`src/srlc_pkg.sv`:
```
// ----------------------------------------------------------------------------
// srlc_pkg: shared types and constants for the selective-repeat link controller
// Sequence and window sizes, action and command codes, sequencer states.
// ----------------------------------------------------------------------------
package srlc_pkg;

  localparam int SEQ_BITS    = 4;
  localparam int WINDOW      = 8;
  localparam int SLOT_BITS   = $clog2(WINDOW);
  localparam int CNT_BITS    = $clog2(WINDOW + 1);
  localparam int TICK_BITS   = 16;
  localparam int MAX_RESULTS = 20;
  localparam int EMIT_BITS   = $clog2(MAX_RESULTS);

  localparam int IN_DATA_BITS  = 16;
  localparam int OUT_DATA_BITS = 32;

  typedef logic [SEQ_BITS-1:0]  seq_t;
  typedef logic [SLOT_BITS-1:0] slot_t;
  typedef logic [CNT_BITS-1:0]  cnt_t;
  typedef logic [TICK_BITS-1:0] ticks_t;

  localparam seq_t   SEQ_ONE     = seq_t'(1);
  localparam seq_t   SEQ_MASK    = '1;
  localparam seq_t   RWE_RESET   = seq_t'(WINDOW % (2 ** SEQ_BITS));
  localparam cnt_t   WINDOW_CNT  = cnt_t'(WINDOW);
  localparam ticks_t DATA_TO_RST = ticks_t'(3000);
  localparam ticks_t ACK_TO_RST  = ticks_t'(240);

  // register indexes
  localparam logic REG_DATA_TIMEOUT = 1'b0;
  localparam logic REG_ACK_TIMEOUT  = 1'b1;

  typedef enum logic [2:0] {
    CMD_PKT_READY  = 3'd0,
    CMD_PHY_READY  = 3'd1,
    CMD_FRAME_RX   = 3'd2,
    CMD_DATA_TMO   = 3'd3,
    CMD_ACK_TMO    = 3'd4
  } cmd_e;

  typedef enum logic [1:0] {
    KIND_DATA = 2'd0,
    KIND_ACK  = 2'd1,
    KIND_NAK  = 2'd2
  } kind_e;

  typedef enum logic [2:0] {
    ACT_SEND_DATA = 3'd0,
    ACT_SEND_ACK  = 3'd1,
    ACT_SEND_NAK  = 3'd2,
    ACT_DELIVER   = 3'd3,
    ACT_STOP_TMR  = 3'd4,
    ACT_START_ACK = 3'd5,
    ACT_NET       = 3'd6
  } action_e;

  typedef enum logic [2:0] {
    ST_IDLE,
    ST_START,
    ST_ARRIVE,
    ST_DELIVER,
    ST_NAKRX,
    ST_STOP,
    ST_NET
  } state_t;

  // operands of the shared window compare
  typedef struct packed {
    seq_t lo;
    seq_t x;
    seq_t hi;
  } win_req_t;

endpackage

```
`src/selective_repeat_link_controller.sv`:
```
// ----------------------------------------------------------------------------
// selective_repeat_link_controller: selective-repeat ARQ event sequencer
// Takes one link event per input beat and emits the resulting action beats.
// ----------------------------------------------------------------------------
// One event is taken per input beat; s_tready drops until the event's final
// action (the network enable/disable beat, m_tlast high) has been loaded into
// the output register. The sequencer makes one step per cycle while the
// output register is free (back-pressure on m_tready holds it) and emits at
// most one action per step. Every window check (receive window, NAK
// retransmit, cumulative ack) goes through one shared modular compare
// unit, and delivery and ack release run as loops of that sequencer, one slot
// per step. Configuration writes are taken at any time and should be made
// while no event is in progress.
module selective_repeat_link_controller (
  input  logic                                 clk,
  input  logic                                 rst,
  // config port
  input  logic                                 cfg_wr_en,
  input  logic                                 cfg_addr,
  input  logic [srlc_pkg::TICK_BITS-1:0]       cfg_wdata,
  // event input
  input  logic                                 s_tvalid,
  output logic                                 s_tready,
  input  logic [srlc_pkg::IN_DATA_BITS-1:0]    s_tdata,  // frame_good, frame_kind[1:0],
                                                          // frame_seq[3:0], ack_num[3:0]
  input  logic [2:0]                           s_tuser,  // command
  // action output
  output logic                                 m_tvalid,
  input  logic                                 m_tready,
  output logic [srlc_pkg::OUT_DATA_BITS-1:0]   m_tdata,  // frame_seq_out[3:0], ack_out[3:0],
                                                          // buffer_slot[2:0], timer_ticks[15:0],
                                                          // network_enable
  output logic [2:0]                           m_tuser,  // action
  output logic                                 m_tlast   // last
);
  import srlc_pkg::*;

  // config
  ticks_t data_timeout_ticks;
  ticks_t ack_timeout_ticks;

  // latched event
  logic [2:0] cmd;
  logic       frame_good;
  logic [1:0] frame_kind;
  seq_t       frame_seq;
  seq_t       rx_ack;

  // protocol state
  seq_t        ack_expected_seq, ack_expected_seq_next;
  seq_t        next_send_seq, next_send_seq_next;
  seq_t        frame_expected_seq, frame_expected_seq_next;
  seq_t        receive_window_end, receive_window_end_next;
  cnt_t        in_flight_count, in_flight_count_next;
  logic        nak_allowed, nak_allowed_next;
  logic        physical_ready, physical_ready_next;
  logic [WINDOW-1:0] slot_arrived, slot_arrived_next;
  logic        delivered, delivered_next;

  state_t state, state_next;
  logic [EMIT_BITS-1:0] emit_cnt;

  // emission of the current step
  logic    emit_vld;
  action_e emit_act;
  seq_t    emit_seq;
  seq_t    emit_ack;
  slot_t   emit_slot;
  ticks_t  emit_ticks;
  logic    emit_en;
  logic    emit_keep;

  logic     in_accept;
  logic     out_free;
  logic     step;
  win_req_t win_req;
  logic     win_hit;
  seq_t     ack_field;
  seq_t     nak_seq;

  assign s_tready  = (state == ST_IDLE);
  assign in_accept = s_tvalid && s_tready;
  assign out_free  = !m_tvalid || m_tready;
  assign step      = (state != ST_IDLE) && out_free;
  assign ack_field = frame_expected_seq + SEQ_MASK;
  assign nak_seq   = rx_ack + SEQ_ONE;

  srlc_wincmp u_wincmp (
    .req (win_req),
    .hit (win_hit)
  );

  always_comb begin
    case (state)
      ST_ARRIVE: win_req = '{lo: frame_expected_seq, x: frame_seq, hi: receive_window_end};
      ST_NAKRX:  win_req = '{lo: ack_expected_seq, x: nak_seq, hi: next_send_seq};
      default:   win_req = '{lo: ack_expected_seq, x: rx_ack, hi: next_send_seq};
    endcase
  end

  // next state
  always_comb begin
    state_next = state;
    case (state)
      ST_IDLE: begin
        if (in_accept) state_next = ST_START;
      end
      ST_START: begin
        if (step) begin
          if (cmd == CMD_FRAME_RX && frame_good) begin
            if (frame_kind == KIND_DATA)     state_next = ST_ARRIVE;
            else if (frame_kind == KIND_NAK) state_next = ST_NAKRX;
            else                             state_next = ST_STOP;
          end else begin
            state_next = ST_NET;
          end
        end
      end
      ST_ARRIVE: begin
        if (step) begin
          if (win_hit && !slot_arrived[slot_t'(frame_seq)]) state_next = ST_DELIVER;
          else                                              state_next = ST_STOP;
        end
      end
      ST_DELIVER: begin
        if (step && !slot_arrived[slot_t'(frame_expected_seq)]) state_next = ST_STOP;
      end
      ST_NAKRX: begin
        if (step) state_next = ST_STOP;
      end
      ST_STOP: begin
        if (step && !win_hit) state_next = ST_NET;
      end
      ST_NET: begin
        if (step) state_next = ST_IDLE;
      end
      default: state_next = ST_IDLE;
    endcase
  end

  // emitted action and protocol state updates
  always_comb begin
    ack_expected_seq_next   = ack_expected_seq;
    next_send_seq_next      = next_send_seq;
    frame_expected_seq_next = frame_expected_seq;
    receive_window_end_next = receive_window_end;
    in_flight_count_next    = in_flight_count;
    nak_allowed_next        = nak_allowed;
    physical_ready_next     = physical_ready;
    slot_arrived_next       = slot_arrived;
    delivered_next          = delivered;
    emit_vld   = 1'b0;
    emit_act   = ACT_NET;
    emit_seq   = '0;
    emit_ack   = '0;
    emit_slot  = '0;
    emit_ticks = '0;
    emit_en    = 1'b0;
    if (step) begin
      case (state)
        ST_START: begin
          case (cmd)
            CMD_PKT_READY: begin
              if (in_flight_count < WINDOW_CNT) begin
                in_flight_count_next = in_flight_count + cnt_t'(1);
                emit_vld   = 1'b1;
                emit_act   = ACT_SEND_DATA;
                emit_seq   = next_send_seq;
                emit_ack   = ack_field;
                emit_slot  = slot_t'(next_send_seq);
                emit_ticks = data_timeout_ticks;
                physical_ready_next = 1'b0;
                next_send_seq_next  = next_send_seq + SEQ_ONE;
              end
            end
            CMD_PHY_READY: physical_ready_next = 1'b1;
            CMD_FRAME_RX: begin
              if (!frame_good || frame_kind == KIND_DATA) begin
                if (nak_allowed && (!frame_good || frame_seq != frame_expected_seq)) begin
                  emit_vld = 1'b1;
                  emit_act = ACT_SEND_NAK;
                  emit_ack = ack_field;
                  nak_allowed_next    = 1'b0;
                  physical_ready_next = 1'b0;
                end else if (frame_good) begin
                  emit_vld   = 1'b1;
                  emit_act   = ACT_START_ACK;
                  emit_ticks = ack_timeout_ticks;
                end
              end
            end
            CMD_DATA_TMO: begin
              emit_vld   = 1'b1;
              emit_act   = ACT_SEND_DATA;
              emit_seq   = ack_expected_seq;
              emit_ack   = ack_field;
              emit_slot  = slot_t'(ack_expected_seq);
              emit_ticks = data_timeout_ticks;
              physical_ready_next = 1'b0;
            end
            CMD_ACK_TMO: begin
              emit_vld = 1'b1;
              emit_act = ACT_SEND_ACK;
              emit_ack = ack_field;
              physical_ready_next = 1'b0;
            end
            default: ;
          endcase
        end
        ST_ARRIVE: begin
          delivered_next = 1'b0;
          if (win_hit && !slot_arrived[slot_t'(frame_seq)])
            slot_arrived_next[slot_t'(frame_seq)] = 1'b1;
        end
        ST_DELIVER: begin
          if (slot_arrived[slot_t'(frame_expected_seq)]) begin
            emit_vld  = 1'b1;
            emit_act  = ACT_DELIVER;
            emit_seq  = frame_expected_seq;
            emit_slot = slot_t'(frame_expected_seq);
            nak_allowed_next = 1'b1;
            slot_arrived_next[slot_t'(frame_expected_seq)] = 1'b0;
            frame_expected_seq_next = frame_expected_seq + SEQ_ONE;
            receive_window_end_next = receive_window_end + SEQ_ONE;
            delivered_next = 1'b1;
          end else if (delivered) begin
            // one timer restart closes the delivery run
            emit_vld   = 1'b1;
            emit_act   = ACT_START_ACK;
            emit_ticks = ack_timeout_ticks;
          end
        end
        ST_NAKRX: begin
          if (win_hit) begin
            emit_vld   = 1'b1;
            emit_act   = ACT_SEND_DATA;
            emit_seq   = nak_seq;
            emit_ack   = ack_field;
            emit_slot  = slot_t'(nak_seq);
            emit_ticks = data_timeout_ticks;
            physical_ready_next = 1'b0;
          end
        end
        ST_STOP: begin
          if (win_hit) begin
            if (in_flight_count != '0) in_flight_count_next = in_flight_count - cnt_t'(1);
            emit_vld  = 1'b1;
            emit_act  = ACT_STOP_TMR;
            emit_seq  = ack_expected_seq;
            emit_slot = slot_t'(ack_expected_seq);
            ack_expected_seq_next = ack_expected_seq + SEQ_ONE;
          end
        end
        ST_NET: begin
          emit_vld = 1'b1;
          emit_act = ACT_NET;
          emit_en  = (in_flight_count < WINDOW_CNT) && physical_ready;
        end
        default: ;
      endcase
    end
  end

  // beyond the result limit only the network decision still goes out
  assign emit_keep = (emit_act == ACT_NET) ||
                     (emit_cnt < EMIT_BITS'(MAX_RESULTS - 1));

  always_ff @(posedge clk) begin
    if (rst) begin
      data_timeout_ticks <= DATA_TO_RST;
      ack_timeout_ticks  <= ACK_TO_RST;
    end else if (cfg_wr_en) begin
      case (cfg_addr)
        REG_DATA_TIMEOUT: data_timeout_ticks <= cfg_wdata;
        REG_ACK_TIMEOUT:  ack_timeout_ticks  <= cfg_wdata;
        default: ;
      endcase
    end
  end

  always_ff @(posedge clk) begin
    if (in_accept) begin
      cmd        <= s_tuser;
      frame_good <= s_tdata[0];
      frame_kind <= s_tdata[2:1];
      frame_seq  <= s_tdata[6:3];
      rx_ack     <= s_tdata[10:7];
    end
  end

  always_ff @(posedge clk) begin
    if (rst) begin
      state              <= ST_IDLE;
      ack_expected_seq   <= '0;
      next_send_seq      <= '0;
      frame_expected_seq <= '0;
      receive_window_end <= RWE_RESET;
      in_flight_count    <= '0;
      nak_allowed        <= 1'b1;
      physical_ready     <= 1'b0;
      slot_arrived       <= '0;
      delivered          <= 1'b0;
      emit_cnt           <= '0;
    end else begin
      state              <= state_next;
      ack_expected_seq   <= ack_expected_seq_next;
      next_send_seq      <= next_send_seq_next;
      frame_expected_seq <= frame_expected_seq_next;
      receive_window_end <= receive_window_end_next;
      in_flight_count    <= in_flight_count_next;
      nak_allowed        <= nak_allowed_next;
      physical_ready     <= physical_ready_next;
      slot_arrived       <= slot_arrived_next;
      delivered          <= delivered_next;
      if (in_accept) begin
        emit_cnt <= '0;
      end else if (emit_vld && emit_act != ACT_NET && emit_keep) begin
        emit_cnt <= emit_cnt + EMIT_BITS'(1);
      end
    end
  end

  // output register
  always_ff @(posedge clk) begin
    if (rst) begin
      m_tvalid <= 1'b0;
    end else if (emit_vld && emit_keep) begin
      m_tvalid <= 1'b1;
    end else if (m_tready) begin
      m_tvalid <= 1'b0;
    end
  end

  always_ff @(posedge clk) begin
    if (emit_vld && emit_keep) begin
      m_tdata <= {4'b0000, emit_en, emit_ticks, emit_slot, emit_ack, emit_seq};
      m_tuser <= emit_act;
      m_tlast <= (emit_act == ACT_NET);
    end
  end

  // frames outstanding always match the sender window span
  a_inflight_span: assert property (@(posedge clk) disable iff (rst)
    cnt_t'(seq_t'(next_send_seq - ack_expected_seq)) == in_flight_count)
    else $error("in-flight count out of step with sender window");

  a_inflight_max: assert property (@(posedge clk) disable iff (rst)
    in_flight_count <= WINDOW_CNT)
    else $error("in-flight count above window");

  a_last_is_net: assert property (@(posedge clk) disable iff (rst)
    m_tvalid |-> (m_tlast == (m_tuser == ACT_NET)))
    else $error("last beat is not the network decision");

  a_ready_after_net: assert property (@(posedge clk) disable iff (rst)
    (state == ST_NET && step) |=> (s_tready && m_tvalid && m_tlast))
    else $error("event did not close with the network decision");

endmodule

```
`src/srlc_wincmp.sv`:
```
// ----------------------------------------------------------------------------
// srlc_wincmp: modular window compare
// True when x lies in [lo, hi) on the sequence-number circle.
// ----------------------------------------------------------------------------
module srlc_wincmp (
  input  srlc_pkg::win_req_t req,
  output logic               hit
);
  import srlc_pkg::*;

  seq_t dist_x;
  seq_t dist_hi;

  assign dist_x  = req.x  - req.lo;
  assign dist_hi = req.hi - req.lo;
  assign hit     = dist_x < dist_hi;

endmodule

```
`config.mk`:
```
export PLATFORM = sky130hd
export DESIGN_NAME = selective_repeat_link_controller
export DESIGN_NICKNAME = d
export VERILOG_FILES = /design/src/srlc_pkg.sv /design/src/selective_repeat_link_controller.sv /design/src/srlc_wincmp.sv
export SDC_FILE = /design/constraint.sdc
export NUM_CORES = 1
export LEC_CHECK = 0
export BUFFER_PORTS_ARGS = -buffer_cell sky130_fd_sc_hd__buf_2
export CAP_MARGIN = 5
export CORE_MARGIN = 4
export CORE_UTILIZATION = 54
export CTS_BUF_LIST = sky130_fd_sc_hd__clkbuf_2
export CTS_CLUSTER_DIAMETER = 50
export DETAILED_ROUTE_END_ITERATION = 7
export GPL_TIMING_DRIVEN = 0
export PLACE_DENSITY = 0.73
export SYNTH_ARGS = -nofsm -noshare
export SYNTH_HDL_FRONTEND = slang
export SYNTH_HIERARCHICAL = 1
export SYNTH_SLANG_ARGS = --single-unit
```
`constraint.sdc`:
```
create_clock -name clk -period 6.65 [get_ports clk]
set_clock_uncertainty 0.05 [all_clocks]
set_input_delay 0.9975 -clock clk [delete_from_list [all_inputs] [get_ports clk]]
set_output_delay 0.9975 -clock clk [all_outputs]
set_load 0.01 [all_outputs]
```
==> results by group <==
Outcome
  • Status: finished, final reports clean

Pwr
  • Flop pwr share: 0.375
  • Comb pwr share: 0.376
  • Sw frac: 0.376
  • Power Total: 2410 uW
  • LEAKAGE: 0.00263 uW
  • Internal power: 1510 uW
  • Switching pwr: 908 uW
  • VDD IR-drop max: 217 uV
  • Clock power frac: 0.250
  • Total power per unit cell area: 348 mW/mm^2

STA
  • Actual slew at the worst max-slew pin: 937 ps
  • Setup TNS Final: 0 ps
  • Fin crit share: 0.820
  • RSZ-0062 raised after global routing: no
  • Max Slew Vio Count: 0
  • Final hold viol count: 0
  • Min Tclk post-route: 5450 ps
  • Slew headroom: 0.375
  • Fmax: 183 MHz
  • # setup viols final: 0

Synth
  • Unique masters post-synth: 73
  • Synth async-reset ratio: 0
  • Largest area contributor in the netlist: dfxtp_1
  • Mapped cell area: 0.00605 sq mm
  • Sequential area share after synthesis: 0.452
  • Ys flop type: dfxtp_1
  • Synth Area in XOR/XNOR: 0.0405
  • Yosys reg bits: 115
  • Simple-Gate Fraction of Synth Area: 0.201
  • EDFF count, synth: 43
  • Post-synthesis mux area share: 0.0432
  • Syn avg cell area: 9.15 sq um
  • Adder-Cell Fraction of Synth Area: 0.0472
  • Synth top area cells: dfxtp_1, edfxtp_1, nand2_1
  • Complex-gate fraction of the synthesized area: 0.166
  • Post-Synthesis Cells: 661
  • Area share of the largest cell type after synthesis: 0.238
  • Largest family of logic cells by synthesized area: simple AND/OR/NAND/NOR gates
  • Synth warnings: 6

Floorplanning
  • Num ports: 79
  • Core area: 0.0109 sq mm
  • Rows: 38
  • Die W: 114 microns
  • Height of the chip: 114 microns
  • Initial Utilization: 0.556
  • Die ar.: 0.0130 sq mm

Placement
  • Port Buffers: 68
  • Gpl congestion: 0.927
  • DP Wirelength: 11000 microns
  • Placed Area: 0.00661 sq mm

Drt
  • Post-DRT Antenna Nets: 0
  • Drt pass-1 iters: 7
  • DRC violations left: 0
  • DR vias/cell: 5.83
  • Drt wl/cell: 16.9 microns
  • Initial DRC Count: 548
  • Routed vias: 5278
  • WL final: 15300 microns

CTS
  • # H-tree levels: 4
  • Clock sink total: 115
  • Post-cts sizing count: 0
  • CTS buffer count: 17
  • Clk buf depth: 2
  • Hold-fix buffers, CTS: 0
  • Postcts setup bufs: 0
  • Clock latency on the worst-skew pair: 710 ps
  • Clock transition at path regs: 180 ps
  • CTS root buf: clkbuf_2
  • CTS tree: done

Critical path
  • Reg-to-Reg Start: state[1]
  • CP required: 7140 ps
  • Cells on worst reg2reg path: 18
  • Critical path type: reg -> reg
  • R2R Setup Slk: 1200 ps
  • CP Launch Type: flop
  • FF-to-FF End: m_tdata[21]
  • Data arrival time of the critical path: 5940 ps
  • Worst-path fanout max: 10
  • Worst setup EP type: flop

Global routing
  • Vias in the first global route: 5073
  • Total GRT Usage: 0.240
  • Initial antenna violation count: 0
  • Pin count of the biggest net entering global routing: 30
  • First-pass GRT wire length: 24500 microns
  • Total grt overflow: 0

Finish
  • Post-layout instance area: 0.00693 sq mm
  • Fillers: 939
  • Antenna Cells: 0
  • P&R area growth vs syn: 14.6%
  • # nets final: 814
  • Most frequent cells in the layout: nand2_1, buf_2, dfxtp_1, nor2_1, a21oi_1
  • Layout cells sized above 1: 0.183
  • Most common cell after layout, fill and taps aside: nand2_1

Hold path
  • Hold Startpoint: s_tdata[4]
  • Worst hold path depth: 1
  • Worst Hold Path EP: frame_seq[1]
  • Worst hold path type: in -> reg

Run
  • Max Cap Viol: 0
## power by group through the flow
stage / Combinational [uW] / Sequential (uW) / Clock [uW]
floorplan: 590 / 943 / 0
global placement: 852 / 921 / 0
detailed placement: 894 / 920 / 0
CTS: 897 / 904 / 610
global route: 994 / 915 / 645
finish: 907 / 904 / 602
## state kept, by name, summed over array words and instances (netlist names), 5 cells and up
signal              flops
data_timeout_ticks     16
ack_timeout_ticks      16
m_tdata                25
emit_cnt                5
slot_arrived            8
## area by class of cell
class,instances,area [sq um],share of cell area
buffer,48,229,0.0330
clock buffer,18,90.1,0.0130
clock inverter,14,234,0.0338
inverter,20,75.1,0.0108
multi-input combinational,481,3040,0.438
sequential,115,2730,0.394
tap,140,175,0.0253
timing repair buffer,69,360,0.0520
## stage by stage
stage | cells | utilization | setup WS (ps) | hold WS (ps)
3_5_place_dp | 873 | 0.607 | 1300 | 400
6_report | 905 | 0.637 | 1200 | 414
2_1_floorplan | 664 | - | 1110 | 386
3_3_place_gp | 872 | 0.604 | -311 | 392
5_1_grt | 905 | 0.637 | 802 | 354
4_1_cts | 905 | 0.637 | 1290 | 364
## kinds of logic after synthesis
group / count (synthesis)
multiplexers: 22
adder cells (fa/ha/maj): 21
buffers and inverters: 68
flip-flops: 115
AO/OA/AOI/OAI: 152
AND/OR/NAND/NOR: 254
other: 1
XOR/XNOR: 28
## per-layer routing
layer / vias up / track usage / wire [microns]
li1: 2521 / - / -
met1: 2477 / 0.298 / 6310
met2: 240 / 0.396 / 7290
met3: 40 / 0.0589 / 1270
met4: 0 / 0.106 / 450
met5: - / 0 / 0
## critical path, stage by stage, from the launching register on
cell and delay [ps]:
dfxtp_1 380, buf_2 220, clkinv_1 290, nor3_1 270, clkbuf_1 460, mux2_2 400, inv_1 100, ha_1 270
nor2b_1 150, a221oi_2 240, xnor2_1 150, ha_1 260, a21oi_1 130, o21a_1 320, nand3_1 250, o22ai_1 650
clkbuf_1 450, a22oi_1 120, nor2_1 130
## cells in the mapped netlist (3+ instances only)
cell / instances
xnor2_1: 18
o22ai_1: 9
a21oi_1: 57
fa_1: 3
xor2_1: 10
nor2_1: 59
a221oi_1: 3
edfxtp_1: 43
or3b_1: 3
nand2b_1: 9
buf_2: 6
nor2b_1: 10
nor3_1: 8
buf_4: 7
mux2i_1: 10
or3_1: 6
buf_1: 3
nand4_1: 4
ha_1: 18
nand2_1: 110
clkbuf_1: 30
inv_1: 19
mux2_2: 10
dfxtp_1: 72
and2_1: 3
a31oi_1: 8
nand3b_1: 13
o41ai_1: 3
o31ai_1: 4
a21o_1: 3
o21ai_0: 21
a22oi_1: 16
nand3_1: 13
## worst max-delay path by stage
stage,start,to,slack (ps),depth (start not counted)
5_1_grt,state[1],m_tdata[17],800,18
4_1_cts,state[1],m_tdata[24],1290,18
3_5_place_dp,state[1],m_tdata[16],1300,18
3_3_place_gp,state[1],m_tdata[8],-310,18
6_report,state[1],m_tdata[21],1200,18
2_1_floorplan,state[1],m_tdata[10],1110,18
Note: power is estimated with default switching activity, not from simulation.
